===== config.mk =====
export PLATFORM = sky130hd
export DESIGN_NAME = sbn_frame_deframer
export DESIGN_NICKNAME = d
export VERILOG_FILES = /design/src/rtl/sbn_pkg.sv /design/src/rtl/sbn_parse.sv /design/src/rtl/sbn_queue.sv /design/src/rtl/sbn_emit.sv /design/src/rtl/sbn_frame_deframer.sv
export SDC_FILE = /design/constraint.sdc
export NUM_CORES = 1
export LEC_CHECK = 0
export ABC_AREA = 0
export BUFFER_PORTS_ARGS = -buffer_cell sky130_fd_sc_hd__buf_2
export CORE_MARGIN = 2
export CORE_UTILIZATION = 45
export CTS_CLUSTER_DIAMETER = 40
export DETAILED_ROUTE_END_ITERATION = 6
export HOLD_SLACK_MARGIN = 0.1
export MAX_ROUTING_LAYER = met4
export PLACE_DENSITY = 0.68
export SETUP_SLACK_MARGIN = 0.05
export SLEW_MARGIN = 20
export SYNTH_ARGS = -nofsm -noshare
export SYNTH_HDL_FRONTEND = slang
export SYNTH_SLANG_ARGS = --single-unit

===== constraint.sdc =====
create_clock -name clock -period 14.9 [get_ports clock]
set_input_delay 2.98 -clock clock [delete_from_list [all_inputs] [get_ports clock]]
set_output_delay 2.98 -clock clock [all_outputs]
set_load 0.1 [all_outputs]

===== src/rtl/sbn_pkg.sv =====
// ----------------------------------------------------------------------------
// SBN deframer package
// Shared types and constants for the frame deframer front, queue and back.
// ----------------------------------------------------------------------------
package sbn_pkg;

   // parser phase
   typedef enum logic [1:0] {
      PHASE_HUNT    = 2'd0,
      PHASE_FRAME   = 2'd1,
      PHASE_PRODUCT = 2'd2,
      PHASE_PAYLOAD = 2'd3
   } phase_type;

   // result kind code
   typedef enum logic [1:0] {
      KIND_PAYLOAD = 2'd0,
      KIND_START   = 2'd1,
      KIND_ERROR   = 2'd2
   } kind_type;

   localparam logic [7:0]  SYNC_VALUE      = 8'hFF;
   localparam logic [15:0] FRAME_HDR_LEN   = 16'd16;

   // frame byte positions
   localparam logic [4:0] IDX_FIRST_DATA  = 5'd1;
   localparam logic [4:0] IDX_SEQ_FIRST   = 5'd8;
   localparam logic [4:0] IDX_SEQ_LAST    = 5'd11;
   localparam logic [4:0] IDX_RUN_HI      = 5'd12;
   localparam logic [4:0] IDX_RUN_LO      = 5'd13;
   localparam logic [4:0] IDX_SUM_END     = 5'd14;
   localparam logic [4:0] IDX_CSUM_LO     = 5'd15;
   localparam logic [4:0] IDX_PRODUCT     = 5'd16;
   localparam logic [4:0] IDX_HLEN_HI     = 5'd18;
   localparam logic [4:0] IDX_HLEN_LO     = 5'd19;
   localparam logic [4:0] IDX_OFFS_HI     = 5'd22;
   localparam logic [4:0] IDX_OFFS_LO     = 5'd23;
   localparam logic [4:0] IDX_SIZE_HI     = 5'd24;
   localparam logic [4:0] IDX_SIZE_LO     = 5'd25;

   // one classified event from the front
   typedef struct packed {
      kind_type    kind;
      logic [7:0]  data;
      logic        last;
      logic [31:0] seq;
      logic [15:0] run;
      logic [15:0] hdr_len;
      logic [15:0] offset;
      logic [15:0] size;
   } rec_type;

   typedef struct packed {
      logic    valid;
      rec_type rec;
   } push_type;

endpackage


===== src/rtl/sbn_parse.sv =====
// ----------------------------------------------------------------------------
// SBN frame parser
// Walks the byte stream through hunt, frame header, product header and
// payload, and pushes one event record per result into the queue.
// ----------------------------------------------------------------------------
module sbn_parse (
   input  logic              clock,
   input  logic              reset,
   input  logic              fire,
   input  logic [7:0]        data_byte,
   output sbn_pkg::push_type push
);

   sbn_pkg::phase_type phase_ff, phase_in;
   logic [4:0]  count_ff, count_in;
   logic [15:0] sum_ff, sum_in;
   logic [31:0] seq_ff, seq_in;
   logic [15:0] run_ff, run_in;
   logic [15:0] csum_ff, csum_in;
   logic [15:0] hlen_ff, hlen_in;
   logic [15:0] offs_ff, offs_in;
   logic [15:0] remain_ff, remain_in;

   logic [15:0] csum_shift;
   logic [15:0] size_shift;
   logic [15:0] remain_dec;
   logic        csum_bad;

   assign csum_shift = {csum_ff[7:0], data_byte};
   assign size_shift = {remain_ff[7:0], data_byte};
   assign remain_dec = remain_ff - 16'd1;
   assign csum_bad   = (csum_shift != sum_ff);

   // next phase
   always_comb begin
      phase_in = phase_ff;
      if (fire) begin
         unique case (phase_ff)
            sbn_pkg::PHASE_HUNT: begin
               if (data_byte == sbn_pkg::SYNC_VALUE) phase_in = sbn_pkg::PHASE_FRAME;
            end
            sbn_pkg::PHASE_FRAME: begin
               if (count_ff >= sbn_pkg::IDX_CSUM_LO) begin
                  phase_in = csum_bad ? sbn_pkg::PHASE_HUNT : sbn_pkg::PHASE_PRODUCT;
               end
            end
            sbn_pkg::PHASE_PRODUCT: begin
               if (count_ff >= sbn_pkg::IDX_SIZE_LO) begin
                  phase_in = (size_shift != 16'd0) ? sbn_pkg::PHASE_PAYLOAD
                                                   : sbn_pkg::PHASE_HUNT;
               end
            end
            sbn_pkg::PHASE_PAYLOAD: begin
               if (remain_dec == 16'd0) phase_in = sbn_pkg::PHASE_HUNT;
            end
            default: phase_in = sbn_pkg::PHASE_HUNT;
         endcase
      end
   end

   // field capture and event output
   always_comb begin
      count_in  = count_ff;
      sum_in    = sum_ff;
      seq_in    = seq_ff;
      run_in    = run_ff;
      csum_in   = csum_ff;
      hlen_in   = hlen_ff;
      offs_in   = offs_ff;
      remain_in = remain_ff;
      push          = '0;
      push.rec.seq  = seq_ff;
      push.rec.run  = run_ff;
      push.rec.hdr_len = hlen_ff;
      push.rec.offset  = offs_ff;
      if (fire) begin
         unique case (phase_ff)
            sbn_pkg::PHASE_HUNT: begin
               if (data_byte == sbn_pkg::SYNC_VALUE) begin
                  count_in = sbn_pkg::IDX_FIRST_DATA;
                  sum_in   = {8'd0, sbn_pkg::SYNC_VALUE};
               end
            end
            sbn_pkg::PHASE_FRAME: begin
               if (count_ff < sbn_pkg::IDX_SUM_END) sum_in = sum_ff + {8'd0, data_byte};
               if (count_ff >= sbn_pkg::IDX_SEQ_FIRST && count_ff <= sbn_pkg::IDX_SEQ_LAST) begin
                  seq_in = {seq_ff[23:0], data_byte};
               end else if (count_ff == sbn_pkg::IDX_RUN_HI ||
                            count_ff == sbn_pkg::IDX_RUN_LO) begin
                  run_in = {run_ff[7:0], data_byte};
               end else if (count_ff >= sbn_pkg::IDX_SUM_END) begin
                  csum_in = csum_shift;
               end
               if (count_ff >= sbn_pkg::IDX_CSUM_LO) begin
                  if (csum_bad) begin
                     count_in      = '0;
                     push.valid    = 1'b1;
                     push.rec.kind = sbn_pkg::KIND_ERROR;
                  end else begin
                     count_in = sbn_pkg::IDX_PRODUCT;
                  end
               end else begin
                  count_in = count_ff + 5'd1;
               end
            end
            sbn_pkg::PHASE_PRODUCT: begin
               if (count_ff == sbn_pkg::IDX_HLEN_HI || count_ff == sbn_pkg::IDX_HLEN_LO) begin
                  hlen_in = {hlen_ff[7:0], data_byte};
               end else if (count_ff == sbn_pkg::IDX_OFFS_HI ||
                            count_ff == sbn_pkg::IDX_OFFS_LO) begin
                  offs_in = {offs_ff[7:0], data_byte};
               end else if (count_ff == sbn_pkg::IDX_SIZE_HI ||
                            count_ff == sbn_pkg::IDX_SIZE_LO) begin
                  remain_in = size_shift;
               end
               if (count_ff >= sbn_pkg::IDX_SIZE_LO) begin
                  count_in      = '0;
                  push.valid    = 1'b1;
                  push.rec.kind = sbn_pkg::KIND_START;
                  push.rec.size = remain_in;
                  push.rec.last = (remain_in == 16'd0);
               end else begin
                  count_in = count_ff + 5'd1;
               end
            end
            sbn_pkg::PHASE_PAYLOAD: begin
               remain_in     = remain_dec;
               push.valid    = 1'b1;
               push.rec.kind = sbn_pkg::KIND_PAYLOAD;
               push.rec.data = data_byte;
               push.rec.last = (remain_dec == 16'd0);
               if (remain_dec == 16'd0) count_in = '0;
            end
            default: count_in = '0;
         endcase
      end
   end

   always_ff @(posedge clock) begin
      if (reset) begin
         phase_ff <= sbn_pkg::PHASE_HUNT;
         count_ff <= '0;
      end else begin
         phase_ff <= phase_in;
         count_ff <= count_in;
      end
      sum_ff    <= sum_in;
      seq_ff    <= seq_in;
      run_ff    <= run_in;
      csum_ff   <= csum_in;
      hlen_ff   <= hlen_in;
      offs_ff   <= offs_in;
      remain_ff <= remain_in;
   end

endmodule


===== src/rtl/sbn_queue.sv =====
// ----------------------------------------------------------------------------
// SBN event queue
// Small register FIFO of event records between parser and result stage.
// ----------------------------------------------------------------------------
module sbn_queue #(
   parameter int DEPTH = 2
) (
   input  logic              clock,
   input  logic              reset,
   input  sbn_pkg::push_type push,
   output logic              full,
   output logic              rd_valid,
   output sbn_pkg::rec_type  rd_rec,
   input  logic              pop
);

   localparam int PtrW = (DEPTH > 1) ? $clog2(DEPTH) : 1;
   localparam int CntW = $clog2(DEPTH + 1);
   localparam logic [PtrW-1:0] PtrLast = PtrW'(DEPTH - 1);
   localparam logic [CntW-1:0] CntFull = CntW'(DEPTH);

   sbn_pkg::rec_type mem_ff [DEPTH];
   logic [PtrW-1:0]  wr_ptr_ff, wr_ptr_in;
   logic [PtrW-1:0]  rd_ptr_ff, rd_ptr_in;
   logic [CntW-1:0]  cnt_ff, cnt_in;
   logic             do_push, do_pop;

   assign full     = (cnt_ff == CntFull);
   assign rd_valid = (cnt_ff != '0);
   assign rd_rec   = mem_ff[rd_ptr_ff];
   assign do_push  = push.valid && !full;
   assign do_pop   = pop && rd_valid;

   always_comb begin
      wr_ptr_in = wr_ptr_ff;
      rd_ptr_in = rd_ptr_ff;
      cnt_in    = cnt_ff;
      if (do_push) wr_ptr_in = (wr_ptr_ff == PtrLast) ? '0 : wr_ptr_ff + PtrW'(1);
      if (do_pop)  rd_ptr_in = (rd_ptr_ff == PtrLast) ? '0 : rd_ptr_ff + PtrW'(1);
      if (do_push && !do_pop)      cnt_in = cnt_ff + CntW'(1);
      else if (!do_push && do_pop) cnt_in = cnt_ff - CntW'(1);
   end

   always_ff @(posedge clock) begin
      if (reset) begin
         wr_ptr_ff <= '0;
         rd_ptr_ff <= '0;
         cnt_ff    <= '0;
      end else begin
         wr_ptr_ff <= wr_ptr_in;
         rd_ptr_ff <= rd_ptr_in;
         cnt_ff    <= cnt_in;
      end
      if (do_push) mem_ff[wr_ptr_ff] <= push.rec;
   end

endmodule


===== src/rtl/sbn_emit.sv =====
// ----------------------------------------------------------------------------
// SBN result stage
// Pops events, keeps run and table bookkeeping, forms the result fields
// and holds them in the output register.
// ----------------------------------------------------------------------------
module sbn_emit (
   input  logic             clock,
   input  logic             reset,
   input  logic             rd_valid,
   input  sbn_pkg::rec_type rd_rec,
   output logic             pop,
   output logic             rsp_valid,
   input  logic             rsp_ready,
   output logic [1:0]       rsp_kind,
   output logic [7:0]       rsp_payload_byte,
   output logic             rsp_last,
   output logic [31:0]      rsp_sequence_number,
   output logic [15:0]      rsp_run_number,
   output logic             rsp_run_changed,
   output logic             rsp_table_select,
   output logic [15:0]      rsp_data_block_start,
   output logic [15:0]      rsp_payload_size
);

   logic        valid_ff, valid_in;
   logic [15:0] prev_run_ff, prev_run_in;
   logic        table_ff, table_in;
   logic [1:0]  kind_ff, kind_in;
   logic [7:0]  byte_ff, byte_in;
   logic        last_ff, last_in;
   logic [31:0] seq_ff, seq_in;
   logic [15:0] run_ff, run_in;
   logic        chg_ff, chg_in;
   logic        tsel_ff, tsel_in;
   logic [15:0] start_ff, start_in;
   logic [15:0] size_ff, size_in;
   logic        changed;

   assign pop     = rd_valid && (!valid_ff || rsp_ready);
   assign changed = (prev_run_ff != 16'd0) && (prev_run_ff != rd_rec.run);

   always_comb begin
      valid_in    = valid_ff;
      prev_run_in = prev_run_ff;
      table_in    = table_ff;
      kind_in     = kind_ff;
      byte_in     = byte_ff;
      last_in     = last_ff;
      seq_in      = seq_ff;
      run_in      = run_ff;
      chg_in      = chg_ff;
      tsel_in     = tsel_ff;
      start_in    = start_ff;
      size_in     = size_ff;
      if (rsp_ready) valid_in = 1'b0;
      if (pop) begin
         valid_in = 1'b1;
         kind_in  = rd_rec.kind;
         byte_in  = '0;
         last_in  = 1'b0;
         seq_in   = '0;
         run_in   = '0;
         chg_in   = 1'b0;
         tsel_in  = 1'b0;
         start_in = '0;
         size_in  = '0;
         unique case (rd_rec.kind)
            sbn_pkg::KIND_PAYLOAD: begin
               byte_in = rd_rec.data;
               last_in = rd_rec.last;
            end
            sbn_pkg::KIND_START: begin
               table_in    = table_ff ^ changed;
               prev_run_in = rd_rec.run;
               last_in     = rd_rec.last;
               seq_in      = rd_rec.seq;
               run_in      = rd_rec.run;
               chg_in      = changed;
               tsel_in     = table_ff ^ changed;
               start_in    = sbn_pkg::FRAME_HDR_LEN + rd_rec.hdr_len + rd_rec.offset;
               size_in     = rd_rec.size;
            end
            default: begin
               // checksum error: every other field stays zero
            end
         endcase
      end
   end

   always_ff @(posedge clock) begin
      if (reset) begin
         valid_ff    <= 1'b0;
         prev_run_ff <= '0;
         table_ff    <= 1'b0;
      end else begin
         valid_ff    <= valid_in;
         prev_run_ff <= prev_run_in;
         table_ff    <= table_in;
      end
      kind_ff  <= kind_in;
      byte_ff  <= byte_in;
      last_ff  <= last_in;
      seq_ff   <= seq_in;
      run_ff   <= run_in;
      chg_ff   <= chg_in;
      tsel_ff  <= tsel_in;
      start_ff <= start_in;
      size_ff  <= size_in;
   end

   assign rsp_valid            = valid_ff;
   assign rsp_kind             = kind_ff;
   assign rsp_payload_byte     = byte_ff;
   assign rsp_last             = last_ff;
   assign rsp_sequence_number  = seq_ff;
   assign rsp_run_number       = run_ff;
   assign rsp_run_changed      = chg_ff;
   assign rsp_table_select     = tsel_ff;
   assign rsp_data_block_start = start_ff;
   assign rsp_payload_size     = size_ff;

endmodule


===== src/rtl/sbn_frame_deframer.sv =====
// ----------------------------------------------------------------------------
// SBN frame deframer
// A result passes through the event queue and the output register on its
// way to rsp_*. Throughput: one byte per cycle; the parser takes a byte
// whenever the event queue has a free slot, so a stalled output backs up
// after QUEUE_DEPTH plus one held results.
// Reset (synchronous): hunt for sync, queue and output empty, previous
// run 0, first session table selected.
// ----------------------------------------------------------------------------
module sbn_frame_deframer #(
   parameter int QUEUE_DEPTH = 2
) (
   input  logic        clock,
   input  logic        reset,
   input  logic        req_valid,
   output logic        req_ready,
   input  logic [7:0]  req_data_byte,
   output logic        rsp_valid,
   input  logic        rsp_ready,
   output logic [1:0]  rsp_kind,
   output logic [7:0]  rsp_payload_byte,
   output logic        rsp_last,
   output logic [31:0] rsp_sequence_number,
   output logic [15:0] rsp_run_number,
   output logic        rsp_run_changed,
   output logic        rsp_table_select,
   output logic [15:0] rsp_data_block_start,
   output logic [15:0] rsp_payload_size
);

   // Front: the parser consumes one byte per transfer and classifies it.
   // Hunting bytes and header bytes produce no event; checksum errors,
   // frame starts and payload bytes push one record each.
   sbn_pkg::push_type push;
   sbn_pkg::rec_type  rd_rec;
   logic              q_full;
   logic              rd_valid;
   logic              pop;
   logic              fire;

   // Accept whenever the queue has room; the parser itself never stalls.
   assign req_ready = !q_full;
   assign fire      = req_valid && req_ready;

   sbn_parse u_parse (
      .clock     (clock),
      .reset     (reset),
      .fire      (fire),
      .data_byte (req_data_byte),
      .push      (push)
   );

   // Queue: decouples the parser from output backpressure.
   sbn_queue #(
      .DEPTH (QUEUE_DEPTH)
   ) u_queue (
      .clock    (clock),
      .reset    (reset),
      .push     (push),
      .full     (q_full),
      .rd_valid (rd_valid),
      .rd_rec   (rd_rec),
      .pop      (pop)
   );

   // Back: run-change tracking, table toggle, data start sum and the
   // output register. Advance a record only when the output slot frees.
   sbn_emit u_emit (
      .clock                (clock),
      .reset                (reset),
      .rd_valid             (rd_valid),
      .rd_rec               (rd_rec),
      .pop                  (pop),
      .rsp_valid            (rsp_valid),
      .rsp_ready            (rsp_ready),
      .rsp_kind             (rsp_kind),
      .rsp_payload_byte     (rsp_payload_byte),
      .rsp_last             (rsp_last),
      .rsp_sequence_number  (rsp_sequence_number),
      .rsp_run_number       (rsp_run_number),
      .rsp_run_changed      (rsp_run_changed),
      .rsp_table_select     (rsp_table_select),
      .rsp_data_block_start (rsp_data_block_start),
      .rsp_payload_size     (rsp_payload_size)
   );

endmodule

== Word level (Yosys, flattened, before mapping) ==
Memories as Yosys holds them, arrays and structs flattened. A register that Yosys moved wholly into a read port is not among the register bits.
Index checks and enable logic that the tools add are counted.

* Word-level logic and storage cells: 147
* Memory bits (writable): 214
* Input port bits: 12
* Output and inout port bits: 95
* Register bits after elaboration: 242
* Memories: 1

* Order comparisons: 6
* Add/sub/neg operators: 9
* Multiplexer cells: 43
* Reductions and logical operators: 39
* Bitwise operators: 4
* Equal/unequal tests: 21

{| class="wikitable"
|+ Memories
! name !! depth !! width !! rd ports !! clocked after memory_dff !! wr ports !! line !! source
|-
| u_queue.mem_ff || 2 || 107 || 1 || 1 || 1 || sbn_queue.sv:22 || <nowiki>sbn_pkg::rec_type mem_ff [DEPTH];</nowiki>
|}

{| class="wikitable"
|+ Operators with widths
! operator !! number
|-
| 2-to-1 mux 16 bit || 10
|-
| one-hot mux 16 bit (2 select lines) || 2
|-
| zero test 16 bit || 2
|-
| inequality test 16 bit || 2
|-
| nonzero test 16 bit || 2
|-
| == test 5 bit (second input constant) || 6
|-
| 2-to-1 mux 5 bit || 5
|-
| one-hot mux 5 bit (4 select lines) || 1
|-
| adder 16 bit || 1
|-
| adder 16 x 8 -> 16 bit || 1
|-
| adder 5 x 16 -> 16 bit (first input constant) || 1
|-
| 2-to-1 mux 2 bit || 8
|-
| subtractor 16 x 1 -> 16 bit (second input constant) || 1
|-
| >= comparator 5 x 4 -> 1 bit (second input constant) || 3
|-
| 2-to-1 mux 12 bit || 1
|-
| AND reduction 4 bit || 3
|-
| == test 5 x 4 -> 1 bit (second input constant) || 2
|-
| inequality test 2 x 1 -> 1 bit (second input constant) || 5
|-
| AND reduction 5 bit || 2
|-
| nonzero test 2 bit || 5
|-
| 2-to-1 mux 1 bit || 9
|-
| 2-to-1 mux 3 bit || 3
|-
| one-hot mux 3 bit (3 select lines) || 1
|-
| AND reduction 3 bit || 3
|-
| other kinds (21) || 43
|}

== Logic depth before layout (Yosys ltp) ==
* Depth in word-level cells: 16
* Mapped depth: 15
* Depth with buffers taken out: 12

== By module ==
Synthesis repeated with hierarchy kept, for this count alone.

* Cell total of the unflattened synthesis: 1269
* Area, all modules: 19219.7 um^2

{| class="wikitable"
|+ Modules (own cells, without submodules)
! module !! sequential area each (um^2) !! area each (um^2) !! cells an instance !! instances
|-
| sbn_queue || 6526.3 || 8055.2 || 358 || 1
|-
| sbn_parse || 3743.6 || 6009.5 || 506 || 1
|-
| sbn_emit || 3153.0 || 5144.9 || 403 || 1
|-
| sbn_frame_deframer || 0.0 || 10.0 || 2 || 1
|}

== Worst setup path after synthesis ==
OpenSTA, ideal clock, no wires.

* Path type: input to register
* Start point: input port req_data_byte[7]
* End point: memory u_queue.mem_ff[0][0] (netlist name) (enable)
* Setup time: 0.574 ns
* Arrival time: 8.440 ns
* Required time: 14.326 ns
* Path slack: 5.886 ns
* Path buffers: 0
* Stages: 7
* Cell sequence: ha_1 -> nor4_1 -> nand4_1 -> or4_1 -> nand2_1 -> a221o_1 -> nor2_1

* Longest elaborated chain between the ends: 8

{| class="wikitable"
|+ RTL lines
! element !! line !! source
|-
| start, declared || sbn_frame_deframer.sv:17 || <nowiki>input logic [7:0] req_data_byte,</nowiki>
|-
| inequality test 16 bit || sbn_parse.sv:32 || <nowiki>assign csum_bad = (csum_shift != sum_ff);</nowiki>
|-
| 2-to-1 mux 3 bit || sbn_parse.sv:95 || <nowiki>if (csum_bad) begin</nowiki>
|-
| 2-to-1 mux 3 bit || sbn_parse.sv:94 || <nowiki>if (count_ff >= sbn_pkg::IDX_CSUM_LO) begin</nowiki>
|-
| one-hot mux 3 bit (3 select lines) || sbn_parse.sv:77 || <nowiki>unique case (phase_ff)</nowiki>
|-
| 2-to-1 mux 12 bit || sbn_parse.sv:76 || <nowiki>if (fire) begin</nowiki>
|-
| logical AND 1 bit || sbn_queue.sv:31 || <nowiki>assign do_push = push.valid && !full;</nowiki>
|-
| 2-to-1 mux 1 bit || sbn_queue.sv:54 || <nowiki>if (do_push) mem_ff[wr_ptr_ff] <= push.rec;</nowiki>
|-
| 2-to-1 mux 1 bit (implied by the code) || sbn_queue.sv:54 ||
|-
| end, declared || sbn_queue.sv:22 ||
|}

Every way passes these cells.

== Final worst setup path ==
* Start point: input port req_data_byte[4]
* End point: memory u_queue.mem_ff[0][95] (netlist name) (enable)

The elaborated chain is that of the path after synthesis.

==> results.sh <==
export IMPL_status="finished, final reports clean"
export IMPL_port_buffers=106
export IMPL_grt_pass1_wl_um=58100
export IMPL_drc=0
export IMPL_hp_class="reg2reg"
export IMPL_drtAntennaViolNets=0
export IMPL_finalSetupTns_ns=0
export IMPL_synth_top_area_frac=0.688
export IMPL_reg2regPathDepth=12
export IMPL_cp_required_ns=15.18
export IMPL_drt_total_wl_um=37100
export IMPL_core_um2=40800
export IMPL_drv_slew=0
export IMPL_rsz0062_at_grt="false"
export IMPL_wl_per_cell_um=18.9
export IMPL_post_route_min_period_ns=5.75
export IMPL_cts_tree="yes"
export IMPL_synth_common_cells="427 x edfxtp_1, 164 x nor2_1, 80 x mux2i_1"
export IMPL_fillers=3245
export IMPL_peakVddDrop_uv=124
export IMPL_clk_pin_slew_ns=0.06
export IMPL_tightestPinTransition_ns=1.02
export IMPL_cts_hold_buf=0
export IMPL_period_share=0.386
export IMPL_startpoint_type="primary input"
export IMPL_gp_congestion=0.906
export IMPL_drive_gt1_frac=0.187
export IMPL_antennaDiodeCount=0
export IMPL_synth_seq_cells=457
export IMPL_ys_seq_area_frac=0.720
export IMPL_stdcell_area_um2=21700
export IMPL_cts_made_buffers=55
export IMPL_clockRootBuffer="clkbuf_16"
export IMPL_crit_start="req_data_byte[4]"
export IMPL_cp_endpoint="u_queue.mem_ff[0][95]$_DFFE_PP_"
export IMPL_clock_sinks=457
export IMPL_ios=107
export IMPL_syn_nets=1313
export IMPL_start_util=0.457
export IMPL_critPathCaptureType="flop"
export IMPL_grt_max_degree=86
export IMPL_postCtsSetupBuffers=0
export IMPL_maxCapViolCount=0
export IMPL_die_area_um2=43100
export IMPL_ys_warn_count=0
export IMPL_grt_remaining_overflow=0
export IMPL_power_leakage_nw=7.65
export IMPL_area_growth_pct=16.5
export IMPL_r2r_end="u_emit.rsp_data_block_start[13]$_SDFFCE_PP0P_"
export IMPL_power_density_nw_per_um2=204
export IMPL_cp_arrival_ns=6.03
export IMPL_synth_edf_count=427
export IMPL_grt_pass1_vias=10255
export IMPL_clockBufferDepth=3
export IMPL_dieWidth_um=208
export IMPL_finalClockSkew_ns=0.0317
export IMPL_netlist_area_um2=18600
export IMPL_drt_initial_drc_count=631
export IMPL_yosysUniqueCellTypes=63
export IMPL_critPathMaxFanout=51
export IMPL_ys_async_sr_fraction=0
export IMPL_grt_antenna_before_repair=0
export IMPL_slew_headroom=0.321
export IMPL_clkLatencyLatePin_ns=0.61
export IMPL_syn_avg_cell_area_um2=14.9
export IMPL_grt_util_all_layers=0.178
export IMPL_nets=1442
export IMPL_synth_most_common_cell="edfxtp_1"
export IMPL_critical_path_class="in2reg"
export IMPL_num_vias=10486
export IMPL_core_rowCount=74
export IMPL_dp_hpwl_um=23900
export IMPL_dr_pass1_iters=5
export IMPL_die_h_um=208
export IMPL_synthCells=1253
export IMPL_dpl_cell_area_um2=19800
export IMPL_final_core_util=0.532
export IMPL_synth_top_area_cell="edfxtp_1"
export IMPL_viasPerCell=5.35
export IMPL_finalHoldViolCount=0
export IMPL_synth_area_leaders="edfxtp_1 69%, mux2i_1 4.3%, nor2_1 3.3%"
export IMPL_fmax_mhz=174
export IMPL_ctsResizeCount=0
export IMPL_htreeDepth=2
export IMPL_setup_violations=0
export IMPL_ys_flop_type="edfxtp_1"
export IMPL_r2r_slack_ns=10.35
[kinds of logic after synthesis]
family | Yosys count | synth area share
buf+inv | 73 | 0.0178
flops | 457 | 0.720
xor+xnor | 52 | 0.0244
simple gates | 352 | 0.0880
compound gates | 161 | 0.0560
mux | 110 | 0.0611
fa+ha+maj | 48 | 0.0330
[stage by stage]
step	std cells	hold slack, ns	total power, mW	setup WS, ns
floorplan	1253	0.421	2.82	5.89
global placement	1855	0.423	3.08	8.45
detailed placement	1856	0.431	3.09	8.51
CTS	1959	0.443	4.47	9.13
global route	1960	0.456	4.60	8.89
finish	1960	0.439	4.43	9.15
[critical path, stage by stage]
cell and delay, ns:
buf_2 0.23, ha_1 0.42, nor4_1 0.08, nand4_1 0.08
or4_1 0.13, nand2_1 0.07, a221o_1 0.43, nor2_4 0.55
buf_4 0.70, buf_12 0.31
[registers in the layout, indices dropped and copies added, names as in the netlist, 2 cells and up, named ones only]
signal and count:
u_parse.run_ff 16, u_queue.mem_ff 214, u_emit.rsp_run_number 16, u_parse.count_ff 5
u_emit.rsp_sequence_number 32, u_parse.csum_ff 8, u_parse.seq_ff 32, u_queue.cnt_ff 2
u_parse.phase_ff 2, u_emit.prev_run_ff 16, u_parse.remain_ff 16, u_emit.rsp_payload_size 16
u_emit.rsp_data_block_start 16, u_emit.rsp_payload_byte 8, u_parse.hlen_ff 16, u_emit.rsp_kind 2
u_parse.offs_ff 16, u_parse.sum_ff 16
[where the power goes]
group	total (mW)	internal [mW]	leakage [nW]	switching, mW
logic	1.41	0.316	2.53	1.10
registers	1.64	1.59	4.20	0.0534
clock network	1.37	0.825	0.925	0.548
total	4.43	2.73	7.65	1.70
[cells in the final DEF, fill, tap and decap left out, types with 18 or more instances in the layout]
cell type / synthesis / final
nor2_1: 164 / 160
mux2i_1: 80 / 80
dfxtp_1: 30 / 29
o21ai_0: 33 / 33
xnor2_1: 40 / 40
ha_1: 46 / 46
nand2_1: 74 / 73
a21oi_1: 49 / 49
a211oi_1: 24 / 24
clkbuf_16: 0 / 55
mux2_2: 30 / 30
edfxtp_1: 427 / 427
inv_1: 24 / 23
nor4_1: 22 / 21
buf_2: 4 / 106
and3_1: 18 / 18
[final cells by class]
type,count,area [um^2],area share
Clock buffer,64,1420,0.0654
Clock inverter,39,505,0.0233
Inverter,24,92.6,0.00426
Multi-Input combinational cell,723,4940,0.227
Sequential cell,457,13400,0.618
Tap cell,532,666,0.0306
Timing Repair Buffer,121,679,0.0313
[routing by layer]
| layer | global-route usage | share of wire |
|---|---|---|
| met1 | 0.236 | 0.45 |
| met3 | 0.0297 | 0.051 |
| met5 | - | 0 |
| met4 | 0.0628 | 0.025 |
| met2 | 0.277 | 0.48 |
[worst min-delay path by stage]
stage                             startpoint                               to  slack (ns)  depth (start not counted)
4_1_cts         u_parse.seq_ff[25]$_DFFE_PP_  u_queue.mem_ff[0][89]$_DFFE_PP_        0.44                          0
5_1_grt        u_parse.offs_ff[10]$_DFFE_PP_  u_queue.mem_ff[0][26]$_DFFE_PP_        0.46                          0
6_report        u_parse.seq_ff[26]$_DFFE_PP_  u_queue.mem_ff[0][90]$_DFFE_PP_        0.44                          0
3_5_place_dp   u_parse.offs_ff[15]$_DFFE_PP_  u_queue.mem_ff[1][31]$_DFFE_PP_        0.43                          0
2_1_floorplan   u_parse.offs_ff[8]$_DFFE_PP_  u_queue.mem_ff[0][24]$_DFFE_PP_        0.42                          0
3_3_place_gp    u_parse.run_ff[14]$_DFFE_PP_  u_queue.mem_ff[0][62]$_DFFE_PP_        0.42                          0
No activity file was read; power rests on OpenSTA's default activity.
